### config.mk
export PLATFORM = sky130hd
export DESIGN_NAME = peep_limit_alarm_flat
export DESIGN_NICKNAME = d
export VERILOG_FILES = /design/src/sv/pla_pkg.sv /design/src/sv/pla_if.sv /design/src/sv/pla_detector.sv /design/src/sv/peep_limit_alarm.sv /design/src/flat_wrapper.sv
export SDC_FILE = /design/constraint.sdc
export NUM_CORES = 1
export LEC_CHECK = 0
export BUFFER_PORTS_ARGS = -buffer_cell sky130_fd_sc_hd__buf_2
export CORE_MARGIN = 5
export CORE_UTILIZATION = 40
export CTS_CLUSTER_DIAMETER = 200
export CTS_CLUSTER_SIZE = 10
export DETAILED_ROUTE_END_ITERATION = 7
export PLACE_DENSITY_LB_ADDON = 0.1
export SLEW_MARGIN = 20
export SYNTH_ARGS = -nofsm -noshare
export SYNTH_HDL_FRONTEND = slang
export SYNTH_HIERARCHICAL = 1
export SYNTH_SLANG_ARGS = --single-unit
### constraint.sdc
create_clock -name clk -period 9.2 [get_ports clk]
set_input_delay 1.38 -clock clk [delete_from_list [all_inputs] [get_ports clk]]
set_output_delay 1.38 -clock clk [all_outputs]
set_load 0.05 [all_outputs]
### src/sv/pla_pkg.sv
// ----------------------------------------------------------------------------
// pla_pkg
// Shared types and constants for the PEEP limit alarm block.
// ----------------------------------------------------------------------------
`default_nettype none

package pla_pkg;

	localparam int unsigned PhaseW    = 2;
	localparam int unsigned SeqW      = 16;
	localparam int unsigned PressW    = 16;
	localparam int unsigned TimeW     = 32;
	localparam int unsigned OffsetW   = 13;
	localparam int unsigned RecTimeW  = 16;
	localparam int unsigned CfgIndexW = 2;
	localparam int unsigned CfgDataW  = 16;
	// limit = set +/- offset is held with two more bits than a pressure
	localparam int unsigned LimitW    = PressW + 2;

	localparam logic [OffsetW-1:0]  HighOffsetReset   = OffsetW'(500);
	localparam logic [OffsetW-1:0]  LowOffsetReset    = OffsetW'(300);
	localparam logic [RecTimeW-1:0] RecoveryTimeReset = RecTimeW'(5000);

	typedef enum logic [CfgIndexW-1:0] {
		REG_HIGH_OFFSET   = 2'd0,
		REG_LOW_OFFSET    = 2'd1,
		REG_RECOVERY_TIME = 2'd2
	} reg_index_t;

	typedef enum logic [PhaseW-1:0] {
		PHASE_OTHER  = 2'd0,
		PHASE_INHALE = 2'd1,
		PHASE_EXHALE = 2'd2
	} phase_t;

	typedef struct packed {
		logic [PhaseW-1:0]        phase;
		logic                     plan_valid;
		logic                     result_complete;
		logic [SeqW-1:0]          plan_sequence;
		logic [SeqW-1:0]          result_sequence;
		logic signed [PressW-1:0] measured_peep;
		logic signed [PressW-1:0] set_peep;
		logic [TimeW-1:0]         now_ms;
	} snapshot_t;

	typedef struct packed {
		logic high_alarm;
		logic low_alarm;
	} alarm_t;

	// per-detector settings
	typedef struct packed {
		logic [OffsetW-1:0]  offset;
		logic [RecTimeW-1:0] recovery_time;
	} det_cfg_t;

endpackage

`default_nettype wire

### src/sv/pla_if.sv
// ----------------------------------------------------------------------------
// pla_snap_if / pla_alarm_if
// Valid/ready channels for snapshot words in and alarm words out.
// ----------------------------------------------------------------------------
`default_nettype none

interface pla_snap_if import pla_pkg::*; ();
	logic      valid;
	logic      ready;
	snapshot_t data;

	modport source (output valid, output data, input ready);
	modport sink   (input valid, input data, output ready);
endinterface

interface pla_alarm_if import pla_pkg::*; ();
	logic   valid;
	logic   ready;
	alarm_t data;

	modport source (output valid, output data, input ready);
	modport sink   (input valid, input data, output ready);
endinterface

`default_nettype wire

### src/sv/pla_detector.sv
// ----------------------------------------------------------------------------
// pla_detector
// One PEEP limit detector (high or low side) with its recovery timer state.
// ----------------------------------------------------------------------------
`default_nettype none

module pla_detector import pla_pkg::*; (
	input  wire logic      clk,
	input  wire logic      arst_n,
	input  wire logic      high_side,   // 1: PEEP too high, 0: PEEP too low
	input  wire logic      advance,     // snapshot in stage 1 is consumed
	input  wire snapshot_t snap,
	input  wire det_cfg_t  cfg,
	output logic           alarm        // alarm state after this snapshot
);

	logic             active_q, timing_q, seen_q;
	logic [SeqW-1:0]  last_seq_q;
	logic [TimeW-1:0] start_q;

	logic             active_d, timing_d, seen_d;
	logic [SeqW-1:0]  last_seq_d;
	logic [TimeW-1:0] start_d;

	logic signed [LimitW-1:0] meas_ext, set_ext, off_ext, limit;
	logic                     above, below, exceed, recovered;
	logic                     in_phase, data_ok, check;
	logic                     act_chk, tim_chk;
	logic [TimeW-1:0]         elapsed;

	always_comb begin
		meas_ext  = LimitW'(snap.measured_peep);
		set_ext   = LimitW'(snap.set_peep);
		off_ext   = $signed({{(LimitW-OffsetW){1'b0}}, cfg.offset});
		limit     = high_side ? (set_ext + off_ext) : (set_ext - off_ext);
		above     = meas_ext > limit;
		below     = meas_ext < limit;
		exceed    = high_side ? above : below;
		recovered = high_side ? below : above;
		elapsed   = snap.now_ms - start_q;

		in_phase  = (snap.phase == PHASE_INHALE) || (snap.phase == PHASE_EXHALE);
		data_ok   = snap.plan_valid && snap.result_complete;
		// one check per new plan sequence, inspiration only
		check     = (snap.phase == PHASE_INHALE) &&
		            (snap.result_sequence != snap.plan_sequence) &&
		            (!seen_q || (last_seq_q != snap.plan_sequence));
		act_chk   = active_q || (check && exceed);
		tim_chk   = timing_q && !(check && exceed);
	end

	always_comb begin
		active_d   = active_q;
		timing_d   = timing_q;
		seen_d     = seen_q;
		last_seq_d = last_seq_q;
		start_d    = start_q;
		if (!in_phase) begin
			active_d   = 1'b0;
			timing_d   = 1'b0;
			seen_d     = 1'b0;
			last_seq_d = '0;
			start_d    = '0;
		end else if (!data_ok) begin
			timing_d = 1'b0;
		end else begin
			if (check) begin
				last_seq_d = snap.plan_sequence;
				seen_d     = 1'b1;
			end
			active_d = act_chk;
			if (!act_chk || !recovered) begin
				timing_d = 1'b0;
			end else if (!tim_chk) begin
				start_d  = snap.now_ms;
				timing_d = 1'b1;
			end else if (elapsed >= TimeW'(cfg.recovery_time)) begin
				active_d = 1'b0;
				timing_d = 1'b0;
			end
		end
	end

	assign alarm = active_d;

	always_ff @(posedge clk or negedge arst_n) begin
		if (!arst_n) begin
			active_q   <= 1'b0;
			timing_q   <= 1'b0;
			seen_q     <= 1'b0;
			last_seq_q <= '0;
			start_q    <= '0;
		end else if (advance) begin
			active_q   <= active_d;
			timing_q   <= timing_d;
			seen_q     <= seen_d;
			last_seq_q <= last_seq_d;
			start_q    <= start_d;
		end
	end

endmodule

`default_nettype wire

### src/sv/peep_limit_alarm.sv
// ----------------------------------------------------------------------------
// peep_limit_alarm
// PEEP too high / too low alarm detectors over a stream of ventilator snapshots.
// ----------------------------------------------------------------------------
// Path: snapshot accept to alarm word valid goes through the input register,
//   then the result register, held longer only while the alarm side stalls.
// Throughput: one snapshot per cycle while the alarm side does not stall; the
//   detector state loop closes through the compare and timer logic of each detector.
// Reset: asynchronous, active low; clears both pipeline valids, all detector
//   state and loads the register defaults (offsets 500/300, recovery 5000 ms).
`default_nettype none

module peep_limit_alarm import pla_pkg::*; (
	input  wire logic                 clk,
	input  wire logic                 arst_n,
	pla_snap_if.sink                  snap,
	pla_alarm_if.source               alarm,
	input  wire logic                 cfg_we,
	input  wire logic [CfgIndexW-1:0] cfg_index,
	input  wire logic [CfgDataW-1:0]  cfg_data
);

	// ---------------- configuration registers ----------------
	logic [OffsetW-1:0]  high_offset_q;
	logic [OffsetW-1:0]  low_offset_q;
	logic [RecTimeW-1:0] recovery_time_q;

	always_ff @(posedge clk or negedge arst_n) begin
		if (!arst_n) begin
			high_offset_q   <= HighOffsetReset;
			low_offset_q    <= LowOffsetReset;
			recovery_time_q <= RecoveryTimeReset;
		end else if (cfg_we) begin
			case (reg_index_t'(cfg_index))
				REG_HIGH_OFFSET:   high_offset_q   <= cfg_data[OffsetW-1:0];
				REG_LOW_OFFSET:    low_offset_q    <= cfg_data[OffsetW-1:0];
				REG_RECOVERY_TIME: recovery_time_q <= cfg_data[RecTimeW-1:0];
				default: ;  // unmapped index: write dropped
			endcase
		end
	end

	// ---------------- stage 1: input register ----------------
	logic      valid_s1;
	snapshot_t snap_s1;
	logic      advance;     // stage 1 word moves into the result register
	logic      out_valid_q;
	alarm_t    out_q;

	// stage 1 drains whenever the result register is empty or being taken
	assign advance    = valid_s1 && (!out_valid_q || alarm.ready);
	assign snap.ready = !valid_s1 || advance;

	always_ff @(posedge clk or negedge arst_n) begin
		if (!arst_n) begin
			valid_s1 <= 1'b0;
		end else if (snap.ready) begin
			valid_s1 <= snap.valid;
		end
	end

	always_ff @(posedge clk) begin
		if (snap.valid && snap.ready) begin
			snap_s1 <= snap.data;
		end
	end

	// ---------------- detectors ----------------
	// State of each detector commits only when its word leaves stage 1,
	// so back-to-back snapshots see the state left by the one before.
	det_cfg_t hi_cfg, lo_cfg;
	logic     hi_alarm, lo_alarm;

	assign hi_cfg = '{offset: high_offset_q, recovery_time: recovery_time_q};
	assign lo_cfg = '{offset: low_offset_q,  recovery_time: recovery_time_q};

	pla_detector u_det_high (
		.clk       (clk),
		.arst_n    (arst_n),
		.high_side (1'b1),
		.advance   (advance),
		.snap      (snap_s1),
		.cfg       (hi_cfg),
		.alarm     (hi_alarm)
	);

	pla_detector u_det_low (
		.clk       (clk),
		.arst_n    (arst_n),
		.high_side (1'b0),
		.advance   (advance),
		.snap      (snap_s1),
		.cfg       (lo_cfg),
		.alarm     (lo_alarm)
	);

	// ---------------- stage 2: result register ----------------
	always_ff @(posedge clk or negedge arst_n) begin
		if (!arst_n) begin
			out_valid_q <= 1'b0;
		end else if (advance) begin
			out_valid_q <= 1'b1;
		end else if (alarm.ready) begin
			out_valid_q <= 1'b0;
		end
	end

	always_ff @(posedge clk) begin
		if (advance) begin
			out_q <= '{high_alarm: hi_alarm, low_alarm: lo_alarm};
		end
	end

	assign alarm.valid = out_valid_q;
	assign alarm.data  = out_q;

endmodule

`default_nettype wire

### src/flat_wrapper.sv
// flat-port wrapper written by rule: the top's interface ports become plain ports
module peep_limit_alarm_flat import pla_pkg::*;
  (clk, arst_n, cfg_we, cfg_index, cfg_data, snap_valid, snap_data, snap_ready, alarm_valid, alarm_data, alarm_ready);
  pla_snap_if snap_i ();
  pla_alarm_if alarm_i ();
  input  wire logic clk;
  input  wire logic arst_n;
  input  wire logic cfg_we;
  input  wire logic [CfgIndexW-1:0] cfg_index;
  input  wire logic [CfgDataW-1:0] cfg_data;
  input wire logic [$bits(snap_i.valid)-1:0] snap_valid;
  input wire logic [$bits(snap_i.data)-1:0] snap_data;
  output wire logic [$bits(snap_i.ready)-1:0] snap_ready;
  output wire logic [$bits(alarm_i.valid)-1:0] alarm_valid;
  output wire logic [$bits(alarm_i.data)-1:0] alarm_data;
  input wire logic [$bits(alarm_i.ready)-1:0] alarm_ready;
  assign snap_i.valid = snap_valid;
  assign snap_i.data = snap_data;
  assign snap_ready = snap_i.ready;
  assign alarm_valid = alarm_i.valid;
  assign alarm_data = alarm_i.data;
  assign alarm_i.ready = alarm_ready;
  peep_limit_alarm u_core (.clk(clk), .arst_n(arst_n), .snap(snap_i), .alarm(alarm_i), .cfg_we(cfg_we), .cfg_index(cfg_index), .cfg_data(cfg_data));
endmodule
After elaboration in Yosys (flattened, before gate mapping) --
Cells that the tools add are included. Widths: inputs -> output; s select.
Word-level totals: bits in registers 248, input port bits 123, output and inout port bits 4
Cells by class: add/sub/neg operators 4, order comparisons 6, eq/ne operators 16, mux-type cells 42, reductions and logical operators 40
Operators by type and width (count):
- $mux 32 | 8
- $mux 16 | 6
- $ge 32x16->1 | 2
- $sub 32x32->32 | 2
- $ne 16x16->1 | 3
- $gt 16x17->1 | 2
- $lt 16x17->1 | 2
- $mux 1 | 28
- $add 16x14->17 | 1
- $sub 16x14->17 | 1
- $logic_and 1x1->1 | 10
- $logic_not 1->1 | 10
- $ne 2x2->1 const B | 5
- $reduce_and 2->1 | 5
- $logic_or 1x1->1 | 9
- $reduce_and 4->1 | 2
- $reduce_and 3->1 | 2
- $ne 5x3->1 const B | 1
- $ne 5x5->1 const B | 1
- $eq 2x1->1 const B | 2
- $eq 2x2->1 const B | 2
- $ne 2x1->1 const B | 2
- $logic_not 2->1 | 1
- $reduce_bool 2->1 | 1

Depth between registers and ports, before layout --
Gate-level depths: netlist of run 1.
depth in word-level cells 10, gate-level depth with buffers 29, mapped depth without buffers 27

Modules after synthesis --
The synthesis of run 1 kept the hierarchy.
By module, submodules not included:
- pla_detector at u_core.u_det_high | instances 1, cells an instance 814, area each 6394.9 µm²
- pla_detector at u_core.u_det_low | instances 1, cells an instance 759, area each 6178.4 µm²
- peep_limit_alarm | instances 1, cells an instance 202, area each 4774.6 µm²

Worst setup path after synthesis of run 1 --
Ideal clock, no wire load.
path type reg-to-reg, start point register u_core.low_offset_q[0], end point register u_core.u_det_low.start_q[31], library setup time 0.121 ns, data arrival time 4.921 ns, required time 9.079 ns, slack 4.158 ns, cell stages (with the launch flop) 26, path buffers 1, period minus slack after synthesis 5.042 ns, cell sequence dfrtp_1 -> inv_1 -> ha_1 -> mux2_2 -> ha_1 -> a21o_1 -> a21oi_1 -> o21ai_0 -> a21o_1 -> a21oi_1 -> o21ai_0 -> o21ai_0 -> o2111ai_1 -> a21oi_1 -> xor2_1 -> ha_1 -> nand3_1 -> nor4_1 -> a21oi_1 -> o211a_1 -> a21oi_2 -> mux2i_1 -> nor3_1 -> o21ai_1 -> clkbuf_1 -> a22o_1
Between the ends: word-level cells in the longest chain between the ends 8, elaborated cells on any way between the ends 13, classes of those cells add/sub: 1; order compare: 2; eq/ne: 2; reduce/logical: 8
RTL lines:
- start, declared | line peep_limit_alarm.sv:25 | logic [OffsetW-1:0] low_offset_q;
- start signal, assigned | line peep_limit_alarm.sv:31 | low_offset_q <= LowOffsetReset;
- start signal, assigned | line peep_limit_alarm.sv:36 | REG_LOW_OFFSET: low_offset_q <= cfg_data[OffsetW-1:0];
- $sub 16x14->17 * | line pla_detector.sv:35 | limit = high_side ? (set_ext + off_ext) : (set_ext - off_ext);
- $lt 16x17->1 | line pla_detector.sv:37 | below = meas_ext < limit;
- $logic_and 1x1->1 | line pla_detector.sv:48, pla_detector.sv:49
- $logic_or 1x1->1 | line pla_detector.sv:48 | act_chk = active_q || (check && exceed);
- $logic_not 1->1 | line pla_detector.sv:72 | if (!act_chk || !recovered) begin
- $logic_or 1x1->1 | line pla_detector.sv:72
- $ne 2x2->1 (no line)
- $reduce_and 4->1 (no line) *
- end signal, assigned | line pla_detector.sv:98 | start_q <= start_d;
- end, declared | line pla_detector.sv:19 | logic [TimeW-1:0] start_q;
Every way passes the cells marked *; elsewhere a longest branch is shown, timed or not. A chain may end at the register's enable or synchronous reset.

Final worst setup path of run 1 --
start point register u_core.high_offset_q[2], end point register u_core.u_det_high.start_q[8]
Between the ends: word-level cells in the longest chain between the ends 8, elaborated cells on any way between the ends 13, classes of those cells add/sub: 1; order compare: 2; eq/ne: 2; reduce/logical: 8
RTL lines:
- start, declared | line peep_limit_alarm.sv:24 | logic [OffsetW-1:0] high_offset_q;
- start signal, assigned | line peep_limit_alarm.sv:30 | high_offset_q <= HighOffsetReset;
- start signal, assigned | line peep_limit_alarm.sv:35 | REG_HIGH_OFFSET: high_offset_q <= cfg_data[OffsetW-1:0];
- $add 16x14->17 * | line pla_detector.sv:35
- $gt 16x17->1 | line pla_detector.sv:36 | above = meas_ext > limit;
- $logic_and 1x1->1 | line pla_detector.sv:48, pla_detector.sv:49
- $logic_or 1x1->1 | line pla_detector.sv:48
- $logic_not 1->1 | line pla_detector.sv:72
- $logic_or 1x1->1 | line pla_detector.sv:72
- $ne 2x2->1 (no line)
- $reduce_and 4->1 (no line) *
- end signal, assigned | line pla_detector.sv:98
- end, declared | line pla_detector.sv:19
Marks and branches as above.

==> metrics.txt, run 1 <==
total chip power 4.67 mW; peak supply drop 184 uV; Final Slew Violations 0; grt total ovfl 0; top-area cell type share of the netlist area 18.9%; prevailing post-synth register cell dfrtp_1; R2R cell count 24; ys async rst share 58.9%; FF-to-FF End u_core/u_det_high/start_q[8]$_DFFE_PN0P_; Critical-path top delay cell nor2_4; Num CTS Buffers 28; row cnt 76; Worst Hold Path Cells 2; DR WL/cell 18.7 um; cts-stage hold buffer count 0; TritonCTS clock tree done; cts repair resizes 0; cell accounting for the most synthesized area dfrtp_1; Fin Setup TNS 0 ns; Final Instance Area 0.0193 sq mm; Mapped Area 0.0173 sq mm; chip width 218 um; routed via count 13600; CTS root buffer clkbuf_16; Pre-Repair DR Iteration Count 8; CP Data Required Time 9.69 ns; Sink Count 248; RePlAce Congestion 0.865; FF+latch count, synth 248; clock slew seen by the registers of the worst setup and hold paths 0.06 ns; Avg Cell Area, Syn 9.77 sq um; initial antenna violation count 0; total wire length 46.6 mm; Area Growth Syn to Fin 11.3%; post-route ant nets 0; # DRC 0; DR iter-0 viols 811; Cells after Synth 1775; reg2reg start u_core/high_offset_q[2]$_DFFE_PN1P_; vias in the first global route 13100; Hold Path Class flop to flop; clk_lat worst skew 0.59 ns; worst slew pin tran 0.908 ns; HPWL after DPL 35.2 mm; hold endpoint u_core/u_det_high/last_seq_q[3]$_DFFE_PN0P_; fin crit share 70.0%; Final Setup Violations 0; Slew HR 39.3%; crit-path cells xor2_1 -> ha_1 -> nor2b_1 -> o21ai_0 -> a21oi_1 -> o21ai_0 -> a21oi_1 -> o21a_1 -> o31ai_1 -> a21oi_1 -> or4_1 -> nand3_1 -> ha_1 -> nand2_1 -> or3_1 -> nor2_1 -> a221oi_1 -> mux2i_1 -> mux2i_1 -> or3_1 -> buf_4 -> nor2_4 -> a22oi_1 -> o22ai_1; Final Util 44.9%; pin count of the biggest net entering global routing 78; endpoints failing hold 0; first-pass GRT wire length 73.3 mm; Pleak 8.47 nW; Crit Path Class flop to flop; Die ar. 0.0476 sq mm; Filler cells 4181; Post-CTS Setup Bufs 0; crit path max fanout 33; DP Area 0.0185 sq mm; Total GRT Usage 19.1%; nets 2178; Hold Crit Start u_core/u_det_high/last_seq_q[3]$_DFFE_PN0P_; final clock skew 0.0284 ns; post-synth cell types 97; Synth warnings 6; status completed; Worst Setup End Kind flop; CP max stage delay 0.69 ns; Initial Util 40.4%; # IOs 127; Crit path top cell by count a21oi_1; core area 0.0430 sq mm; number of port buffers 126; Fmax 155 MHz; Die Y 218 um; max cap viols 0; EDFF count, synth 102; fin crit period 6.44 ns; cell area power density 242 mW/mm^2; RSZ-0062 raised after global routing false; Arr. time, crit path 6.93 ns; Avg Vias per Cell 5.46; Seq/Total Area, Yosys 38.8%; crit start category flop; layout cells sized above 1 14.2%; CTS Buffer Depth 3; leading post-synthesis cells by cell area dfrtp_1, edfxtp_1, ha_1; FF-to-FF setup slack 2.76 ns; H-tree Lvls 1; Post-Syn Nets 2070; # diodes 0
report_power, final:
group	switching [mW]	internal (mW)	leakage [nW]
logic	1.23	0.913	5.24
clock network	0.468	0.579	0.388
registers	0.144	1.33	2.84
Yosys cell counts (all sizes together), types with 6 or more instances:
cell,instances
o21a,16
nor2b,16
o22ai,33
a31oi,12
nor2,84
and3,17
a21o,43
xnor2,65
a2111oi,8
a21oi,123
nor3,24
dfstp,15
nand3,40
dfrtp,131
nand2,149
or2,7
a22oi,32
o21bai,7
a211oi,11
mux2,44
buf,22
o21ai,76
nand2b,17
mux2i,12
clkbuf,36
o211ai,8
or3,14
o2111ai,9
and2,7
nor4,24
a22o,32
edfxtp,102
a211o,6
ha,168
nand4,62
xor2,81
inv,146
layout make-up:
class                      count  area [sq um]  share of cell area [%]
clock buffer                  50           793                    4.11
timing repair buffer         136           712                    3.69
tap                          585           732                    3.79
clock inverter                 1          30.0                   0.156
inverter                     147           552                    2.86
multi-input combinational   1322          9750                    50.5
sequential                   248          6740                    34.9
cell families (layout without fill, tap and decap cells):
logic type                 after synthesis  after routing  synth area share, %
AOI/OAI and AO/OA                      462            462                 18.5
and+or+nand+nor                        484            484                 14.1
adders and majority gates              172            172                 12.6
buffers and inverters                  205            334                 5.04
DFF                                    248            248                 38.8
muxes                                   56             56                 3.55
xor gates and xnor gates               146            146                 7.37
other                                    2              2               0.0433
critical path, delay by kind of cell (launching register included):
| kind | cells | cell delay, ns |
|---|---|---|
| AO/OA/AOI/OAI | 10 | 2.01 |
| XOR/XNOR | 1 | 0.18 |
| adder cells (fa/ha/maj) | 2 | 0.54 |
| buffers and inverters | 1 | 0.27 |
| flip-flops | 1 | 0.55 |
| multiplexers | 2 | 0.71 |
| AND/OR/NAND/NOR | 8 | 2.03 |
layout by cell type, fill, tap and decap left out, types with 32 or more instances in the layout:
cell	n
a21o_1	41
a21oi_1	118
a22o_1	32
a22oi_1	32
buf_2	125
dfrtp_1	131
edfxtp_1	102
ha_1	168
inv_1	145
mux2_2	44
nand2_1	149
nand3_1	40
nand4_1	62
nor2_1	83
o21ai_0	58
o22ai_1	33
xnor2_1	65
xor2_1	81
how the worst max path moves through the flow:
stage	slack, ns	cells past startpoint	start	to
floorplan	4.16	25	u_core/low_offset_q[0]$_DFFE_PN0P_	u_core/u_det_low/start_q[31]$_DFFE_PN0P_
global placement	2.94	24	u_core/high_offset_q[2]$_DFFE_PN1P_	u_core/u_det_high/start_q[17]$_DFFE_PN0P_
detailed placement	2.80	24	u_core/high_offset_q[2]$_DFFE_PN1P_	u_core/u_det_high/start_q[0]$_DFFE_PN0P_
CTS	2.75	24	u_core/high_offset_q[2]$_DFFE_PN1P_	u_core/u_det_high/start_q[8]$_DFFE_PN0P_
global route	2.05	24	u_core/high_offset_q[2]$_DFFE_PN1P_	u_core/u_det_high/start_q[10]$_DFFE_PN0P_
finish	2.76	24	u_core/high_offset_q[2]$_DFFE_PN1P_	u_core/u_det_high/start_q[8]$_DFFE_PN0P_
routing by layer:
| metal | track usage, % | share of wire (%) |
|---|---|---|
| met1 | 27.6 | 48 |
| met2 | 31.2 | 46 |
| met3 | 2.52 | 4.0 |
| met4 | 3.60 | 1.7 |
| met5 | 0 | 0 |
sequential cells by signal, indices dropped and copies added (netlist names):
name                          count
u_core/u_det_high/timing_q        1
u_core/u_det_low/seen_q           1
u_core/u_det_low/timing_q         1
u_core/u_det_high/seen_q          1
u_core/u_det_high/active_q        1
u_core/u_det_high/start_q        32
u_core/low_offset_q              13
u_core/high_offset_q             13
u_core/u_det_high/last_seq_q     16
u_core/u_det_low/active_q         1
u_core/u_det_low/start_q         32
u_core/recovery_time_q           16
u_core/valid_s1                   1
u_core/alarm.data                 2
u_core/snap_s1                  100
u_core/alarm.valid                1
u_core/u_det_low/last_seq_q      16
per-stage QoR:
step	setup WS [ns]	std cells	hold WS, ns
5_1_grt	2.05	2489	0.510
3_5_place_dp	2.80	2438	0.477
6_report	2.76	2489	0.489
4_1_cts	2.75	2489	0.491
3_3_place_gp	2.94	2438	0.462
2_1_floorplan	4.16	1775	0.449
Note: power is estimated with default switching activity, not from simulation.
==> inputs of run 2 (changes only) <==
==> constraint.sdc (replaced) <==
create_clock -name clk -period 5.85 [get_ports clk]
set_input_delay 0.8775 -clock clk [delete_from_list [all_inputs] [get_ports clk]]
set_output_delay 0.8775 -clock clk [all_outputs]
set_load 0.05 [all_outputs]
==> metrics.txt, run 2 (synthesis gave the netlist of run 1 again) <==
status completed (unchanged); grt total ovfl 0 (unchanged); Final Setup Violations 0 (unchanged); fin crit period 5.45 ns (was 6.44 ns); cell area power density 379 mW/mm^2 (was 242 mW/mm^2); Post-CTS Setup Bufs 0 (unchanged); FF-to-FF End u_core/u_det_high/start_q[29]$_DFFE_PN0P_ (was u_core/u_det_high/start_q[8]$_DFFE_PN0P_); Final Instance Area 0.0194 sq mm (was 0.0193 sq mm); DP Area 0.0186 sq mm (was 0.0185 sq mm); crit-path cells mux2_2 -> ha_1 -> a21o_1 -> a21oi_1 -> o21ai_0 -> a21oi_1 -> o21ai_0 -> a41o_1 -> o21a_1 -> a21o_1 -> a21oi_1 -> xor2_1 -> ha_1 -> nand3_1 -> or3_1 -> nor2_1 -> a221oi_1 -> mux2i_1 -> buf_4 -> mux2i_1 -> or3_4 -> buf_12 -> a22oi_1 -> o22ai_1 (was xor2_1 -> ha_1 -> nor2b_1 -> o21ai_0 -> a21oi_1 -> o21ai_0 -> a21oi_1 -> o21a_1 -> o31ai_1 -> a21oi_1 -> or4_1 -> nand3_1 -> ha_1 -> nand2_1 -> or3_1 -> nor2_1 -> a221oi_1 -> mux2i_1 -> mux2i_1 -> or3_1 -> buf_4 -> nor2_4 -> a22oi_1 -> o22ai_1); # DRC 0 (unchanged); routed via count 13600 (about the same); max reg flops 100 (unchanged); H-tree Lvls 1 (unchanged); Reg with most FFs u_core/snap_s1 (unchanged); chip width 218 um (unchanged); DR iter-0 viols 915 (was 811); TritonCTS clock tree done (unchanged); total wire length 46.5 mm (was 46.6 mm); Critical-path top delay cell or3_4 (was nor2_4); crit path max fanout 32 (was 33); Crit path top cell by count a21oi_1 (unchanged); Final Util 45.2% (was 44.9%); pin count of the biggest net entering global routing 71 (was 78); total chip power 7.36 mW (was 4.67 mW); initial antenna violation count 1 (was 0); Arr. time, crit path 5.89 ns (was 6.93 ns); max cap viols 0 (unchanged); CTS root buffer clkbuf_16 (unchanged); # IOs 127 (unchanged); WHS 0.227 ns (was 0.489 ns); RSZ-0062 raised after global routing false (unchanged); first-pass GRT wire length 73.0 mm (was 73.3 mm); clock slew seen by the registers of the worst setup and hold paths 0.06 ns (about the same); final clock skew 0.0277 ns (was 0.0284 ns); Die Y 218 um (unchanged); CP max stage delay 0.44 ns (was 0.69 ns); Placement Setup Slack 0.238 ns (was 2.80 ns); # diodes 0 (unchanged); post-route ant nets 0 (unchanged); Pre-Repair DR Iteration Count 6 (was 8); row cnt 76 (unchanged); vias in the first global route 13200 (was 13100); Slew HR 31.7% (was 39.3%); Area Growth Syn to Fin 12.1% (was 11.3%); Die ar. 0.0476 sq mm (unchanged); FF-to-FF setup slack 0.40 ns (was 2.76 ns); CP Data Required Time 6.29 ns (was 9.69 ns); fin crit share 93.2% (was 70.0%); crit start category flop (unchanged); DR WL/cell 18.6 um (was 18.7 um); Num CTS Buffers 28 (unchanged); CTS Buffer Depth 3 (unchanged); number of port buffers 126 (unchanged); Sink Count 248 (unchanged); Hold Path Class input pin to async pin (was flop to flop); reg2reg start u_core/high_offset_q[1]$_DFFE_PN0P_ (was u_core/high_offset_q[2]$_DFFE_PN1P_); most frequent cells in the layout ha_1, nand2_1, inv_1 (unchanged); RePlAce Congestion 0.882 (was 0.865); worst slew pin tran 1.02 ns (was 0.908 ns); PnR worst setup slack 0.399 ns (was 2.76 ns); Crit Path Class flop to flop (unchanged); Avg Vias per Cell 5.46 (about the same); Worst Setup End Kind flop (unchanged); peak supply drop 245 uV (was 184 uV); Non-Filler Instances 2498 (was 2489); most common cell after layout, fill and taps aside ha_1 (unchanged); placed cell count 2446 (was 2438); core area 0.0430 sq mm (unchanged); Pleak 8.54 nW (was 8.47 nW); Filler cells 4242 (was 4181); biggest regs u_core/snap_s1: 100 flops, u_core/u_det_high/start_q: 32 flops, u_core/u_det_low/start_q: 32 flops (unchanged); Initial Util 40.4% (unchanged); HPWL after DPL 35.6 mm (was 35.2 mm); endpoints failing hold 0 (unchanged); clk_lat worst skew 0.59 ns (about the same); R2R cell count 24 (unchanged); Fmax 183 MHz (was 155 MHz); Fin Setup TNS 0 ns (unchanged); Total GRT Usage 19.0% (was 19.1%); Final Slew Violations 0 (unchanged); layout cells sized above 1 14.7% (was 14.2%); nets 2186 (was 2178)
==> run 2: worst max path at each step <==
stage	startpoint	endpoint	slack, ns
after floorplan	u_core/low_offset_q[0]$_DFFE_PN0P_	u_core/u_det_low/start_q[31]$_DFFE_PN0P_	0.81
after global placement	u_core/low_offset_q[0]$_DFFE_PN0P_	u_core/u_det_low/start_q[22]$_DFFE_PN0P_	0.40
after detailed placement	u_core/low_offset_q[0]$_DFFE_PN0P_	u_core/u_det_low/start_q[23]$_DFFE_PN0P_	0.24
after CTS	u_core/low_offset_q[0]$_DFFE_PN0P_	u_core/u_det_low/start_q[8]$_DFFE_PN0P_	0.17
after global routing	u_core/high_offset_q[1]$_DFFE_PN0P_	u_core/u_det_high/start_q[7]$_DFFE_PN0P_	0.003
final	u_core/high_offset_q[1]$_DFFE_PN0P_	u_core/u_det_high/start_q[29]$_DFFE_PN0P_	0.40
==> run 2: report_power, final <==
group          total, mW  switching, mW  internal, mW  leakage, nW
clock network       1.64          0.726         0.914        0.390
logic               3.41           1.95          1.45         5.30
registers           2.32          0.224          2.09         2.84
total               7.36           2.90          4.46         8.54
==> run 2: final cells by class <==
type | count | area (sq um) | share of cell area (%)
Multi-Input combinational cell | 1322 | 9770 | 50.3
Tap cell | 585 | 732 | 3.77
Inverter | 147 | 552 | 2.84
Timing Repair Buffer | 144 | 822 | 4.23
Clock inverter | 1 | 30.0 | 0.154
Clock buffer | 51 | 797 | 4.10
Sequential cell | 248 | 6740 | 34.6
==> run 2: layer usage <==
layer	vias up	track usage [%]	wire length [um]
li1	6747	-	-
met1	6559	26.9	21900
met2	280	31.2	21700
met3	54	2.49	1820
met4	0	4.29	1090
met5	-	0	0
==> run 2: what timing repair did <==
| item | in CTS | in global routing |
|---|---|---|
| hold endpoints to repair | 0 | 0 |
| setup endpoints to repair | 0 | 66 |
| gates resized for setup | 0 | 10 |
| hold buffers | 0 | 0 |
==> run 2: critical path: cells and delay by family (launching register included) <==
kind	cells	cell delay, ns
AOI/OAI and AO/OA	12	2.40
muxes	3	0.65
and+or+nand+nor	4	0.74
buffers and inverters	2	0.34
adders and majority gates	2	0.55
DFF	1	0.40
xor gates and xnor gates	1	0.22
==> inputs of run 3 (changes only) <==
--- a/config.mk
+++ b/config.mk
@@ -9,8 +9,8 @@
 export CORE_MARGIN = 5
 export CORE_UTILIZATION = 40
 export CTS_CLUSTER_DIAMETER = 200
-export CTS_CLUSTER_SIZE = 10
 export DETAILED_ROUTE_END_ITERATION = 7
+export MAX_ROUTING_LAYER = met4
 export PLACE_DENSITY_LB_ADDON = 0.1
 export SLEW_MARGIN = 20
 export SYNTH_ARGS = -nofsm -noshare
==> metrics.txt, run 3 (synthesis gave the netlist of run 1 again) <==
Reg with most FFs u_core/snap_s1 (unchanged); RSZ-0062 raised after global routing false (unchanged); Area Growth Syn to Fin 13.3% (was 12.1%); Sink Count 248 (unchanged); Final Slew Violations 0 (unchanged); Fin Setup TNS 0 ns (unchanged); vias in the first global route 13300 (was 13200); pin count of the biggest net entering global routing 65 (was 71); Initial Util 40.4% (unchanged); Crit Path Class flop to flop (unchanged); chip width 218 um (unchanged); final clock skew 0.0135 ns (was 0.0277 ns); RePlAce Congestion 0.886 (was 0.882); # DRC 0 (unchanged); Crit path top cell by count a21oi_1 (unchanged); Avg Vias per Cell 5.45 (was 5.46); Total GRT Usage 19.8% (was 19.0%); Post-CTS Setup Bufs 0 (unchanged); # IOs 127 (unchanged); CP Data Required Time 6.30 ns (was 6.29 ns); layout cells sized above 1 15.6% (was 14.7%); most common cell after layout, fill and taps aside ha_1 (unchanged); DR WL/cell 18.5 um (was 18.6 um); endpoints failing hold 0 (unchanged); Final Setup Violations 0 (unchanged); Worst Setup End Kind flop (unchanged); CTS Buffer Depth 3 (unchanged); Arr. time, crit path 5.88 ns (was 5.89 ns); number of port buffers 126 (unchanged); post-route ant nets 0 (unchanged); initial antenna violation count 0 (was 1); biggest regs u_core/snap_s1: 100 flops, u_core/u_det_high/start_q: 32 flops, u_core/u_det_low/start_q: 32 flops (unchanged); routed via count 13600 (about the same); H-tree Lvls 1 (unchanged); Slew HR 42.1% (was 31.7%); FF-to-FF setup slack 0.42 ns (was 0.40 ns); Worst Setup SP u_core/high_offset_q[2]$_DFFE_PN1P_ (was u_core/high_offset_q[1]$_DFFE_PN0P_); TritonCTS clock tree done (unchanged); DP Area 0.0186 sq mm (about the same); nets 2189 (was 2186); cts-stage hold buffer count 0 (unchanged); clock slew seen by the registers of the worst setup and hold paths 0.07 ns (was 0.06 ns); HPWL after DPL 35.4 mm (was 35.6 mm); max reg flops 100 (unchanged); cts repair resizes 0 (unchanged); CTS root buffer clkbuf_16 (unchanged); fin crit share 92.8% (was 93.2%); Pleak 8.67 nW (was 8.54 nW); Hold Path Class input pin to async pin (unchanged); crit start category flop (unchanged); CP Depth 24 (unchanged); crit path to u_core/u_det_high/start_q[27]$_DFFE_PN0P_ (was u_core/u_det_high/start_q[29]$_DFFE_PN0P_); core area 0.0430 sq mm (unchanged); total chip power 7.67 mW (was 7.36 mW); first-pass GRT wire length 73.9 mm (was 73.0 mm); # diodes 0 (unchanged); row cnt 76 (unchanged); clk_lat worst skew 0.59 ns (about the same); most frequent cells in the layout ha_1, nand2_1, inv_1 (unchanged); total wire length 46.4 mm (was 46.5 mm); grt total ovfl 0 (unchanged); max cap viols 0 (unchanged); worst slew pin tran 0.869 ns (was 1.02 ns); Final Instance Area 0.0196 sq mm (was 0.0194 sq mm); fin crit period 5.43 ns (was 5.45 ns); crit-path cells xor2_1 -> ha_1 -> nor2b_1 -> o21ai_0 -> a21oi_1 -> o21ai_1 -> a21oi_1 -> o21a_1 -> o31ai_1 -> a21oi_1 -> or4_1 -> nand3_1 -> ha_1 -> nand2_1 -> or3_1 -> inv_1 -> a221oi_2 -> mux2i_1 -> buf_4 -> mux2i_1 -> or3_4 -> buf_4 -> a22oi_1 -> o22ai_1 (was mux2_2 -> ha_1 -> a21o_1 -> a21oi_1 -> o21ai_0 -> a21oi_1 -> o21ai_0 -> a41o_1 -> o21a_1 -> a21o_1 -> a21oi_1 -> xor2_1 -> ha_1 -> nand3_1 -> or3_1 -> nor2_1 -> a221oi_1 -> mux2i_1 -> buf_4 -> mux2i_1 -> or3_4 -> buf_12 -> a22oi_1 -> o22ai_1); Buf+Inv Stages, Crit Path 3 (was 2); Fmax 184 MHz (was 183 MHz); FF-to-FF End u_core/u_det_high/start_q[27]$_DFFE_PN0P_ (was u_core/u_det_high/start_q[29]$_DFFE_PN0P_); CP max stage delay 0.55 ns (was 0.44 ns); Die ar. 0.0476 sq mm (unchanged); Pre-Repair DR Iteration Count 5 (was 6); crit path max fanout 18 (was 32); Num CTS Buffers 31 (was 28); Die Y 218 um (unchanged); reg2reg start u_core/high_offset_q[2]$_DFFE_PN1P_ (was u_core/high_offset_q[1]$_DFFE_PN0P_); peak supply drop 261 uV (was 245 uV); Critical-path top delay cell dfstp_2 (was or3_4); Top delay family on crit path compound AO/OA/AOI/OAI gates (unchanged); DR iter-0 viols 888 (was 915); status completed (unchanged); cell area power density 390 mW/mm^2 (was 379 mW/mm^2); R2R cell count 24 (unchanged)
-- run 3: worst min path at each step --
stage                                     start                                  endpoint  slack, ns
floorplan           u_core/valid_s1$_DFFE_PN0P_            u_core/alarm.valid$_DFFE_PN0P_       0.45
detailed placement  u_core/valid_s1$_DFFE_PN0P_            u_core/alarm.valid$_DFFE_PN0P_       0.48
CTS                                      arst_n   u_core/u_det_low/start_q[6]$_DFFE_PN0P_       0.19
global route                             arst_n  u_core/u_det_low/start_q[10]$_DFFE_PN0P_       0.20
global placement    u_core/valid_s1$_DFFE_PN0P_            u_core/alarm.valid$_DFFE_PN0P_       0.46
finish                                   arst_n   u_core/u_det_low/start_q[6]$_DFFE_PN0P_       0.19
-- run 3: where the power goes --
group          internal, mW  switching, mW
Combinational          1.45           1.96
Clock                  1.14          0.800
Sequential             2.09          0.225
-- run 3: cell type report --
type | instances | area (sq um)
well taps | 585 | 732
multi-input cells | 1322 | 9790
inverters | 147 | 552
clock buffers | 43 | 882
flip-flops and latches | 248 | 6740
repair buffers | 144 | 810
clock inverters | 15 | 149
fillers | 4196 | 23300
-- run 3: worst register-to-register path, cell delays in order, from the launching register on --
cell and delay (ns):
dfstp_2 0.55, xor2_1 0.18, ha_1 0.29, nor2b_1 0.14, o21ai_0 0.22, a21oi_1 0.12, o21ai_1 0.17, a21oi_1 0.12
o21a_1 0.24, o31ai_1 0.25, a21oi_1 0.16, or4_1 0.43, nand3_1 0.12, ha_1 0.26, nand2_1 0.07, or3_1 0.15
inv_1 0.06, a221oi_2 0.26, mux2i_1 0.21, buf_4 0.15, mux2i_1 0.15, or3_4 0.44, buf_4 0.22, a22oi_1 0.22
o22ai_1 0.11
-- run 3: layer usage --
metal  global-route usage (%)  vias to the layer above  wire (um)
li1                         -                     6774          -
met3                     2.45                       63       1890
met5                        -                        -          0
met2                     31.3                      285      21400
met1                     27.5                     6520      22000
met4                     4.40                        0       1070
-- run 3: metrics by stage --
stage                     instances  hold WS [ns]  utilization (%)  worst slack [ns]
after floorplan                1775         0.449                -             0.808
after global placement         2446         0.462             43.2             0.387
after detailed placement       2446         0.476             43.2             0.243
after CTS                      2504         0.189             45.6             0.197
after global routing           2504         0.198             45.7           0.00269
final                          2504         0.193             45.7             0.419
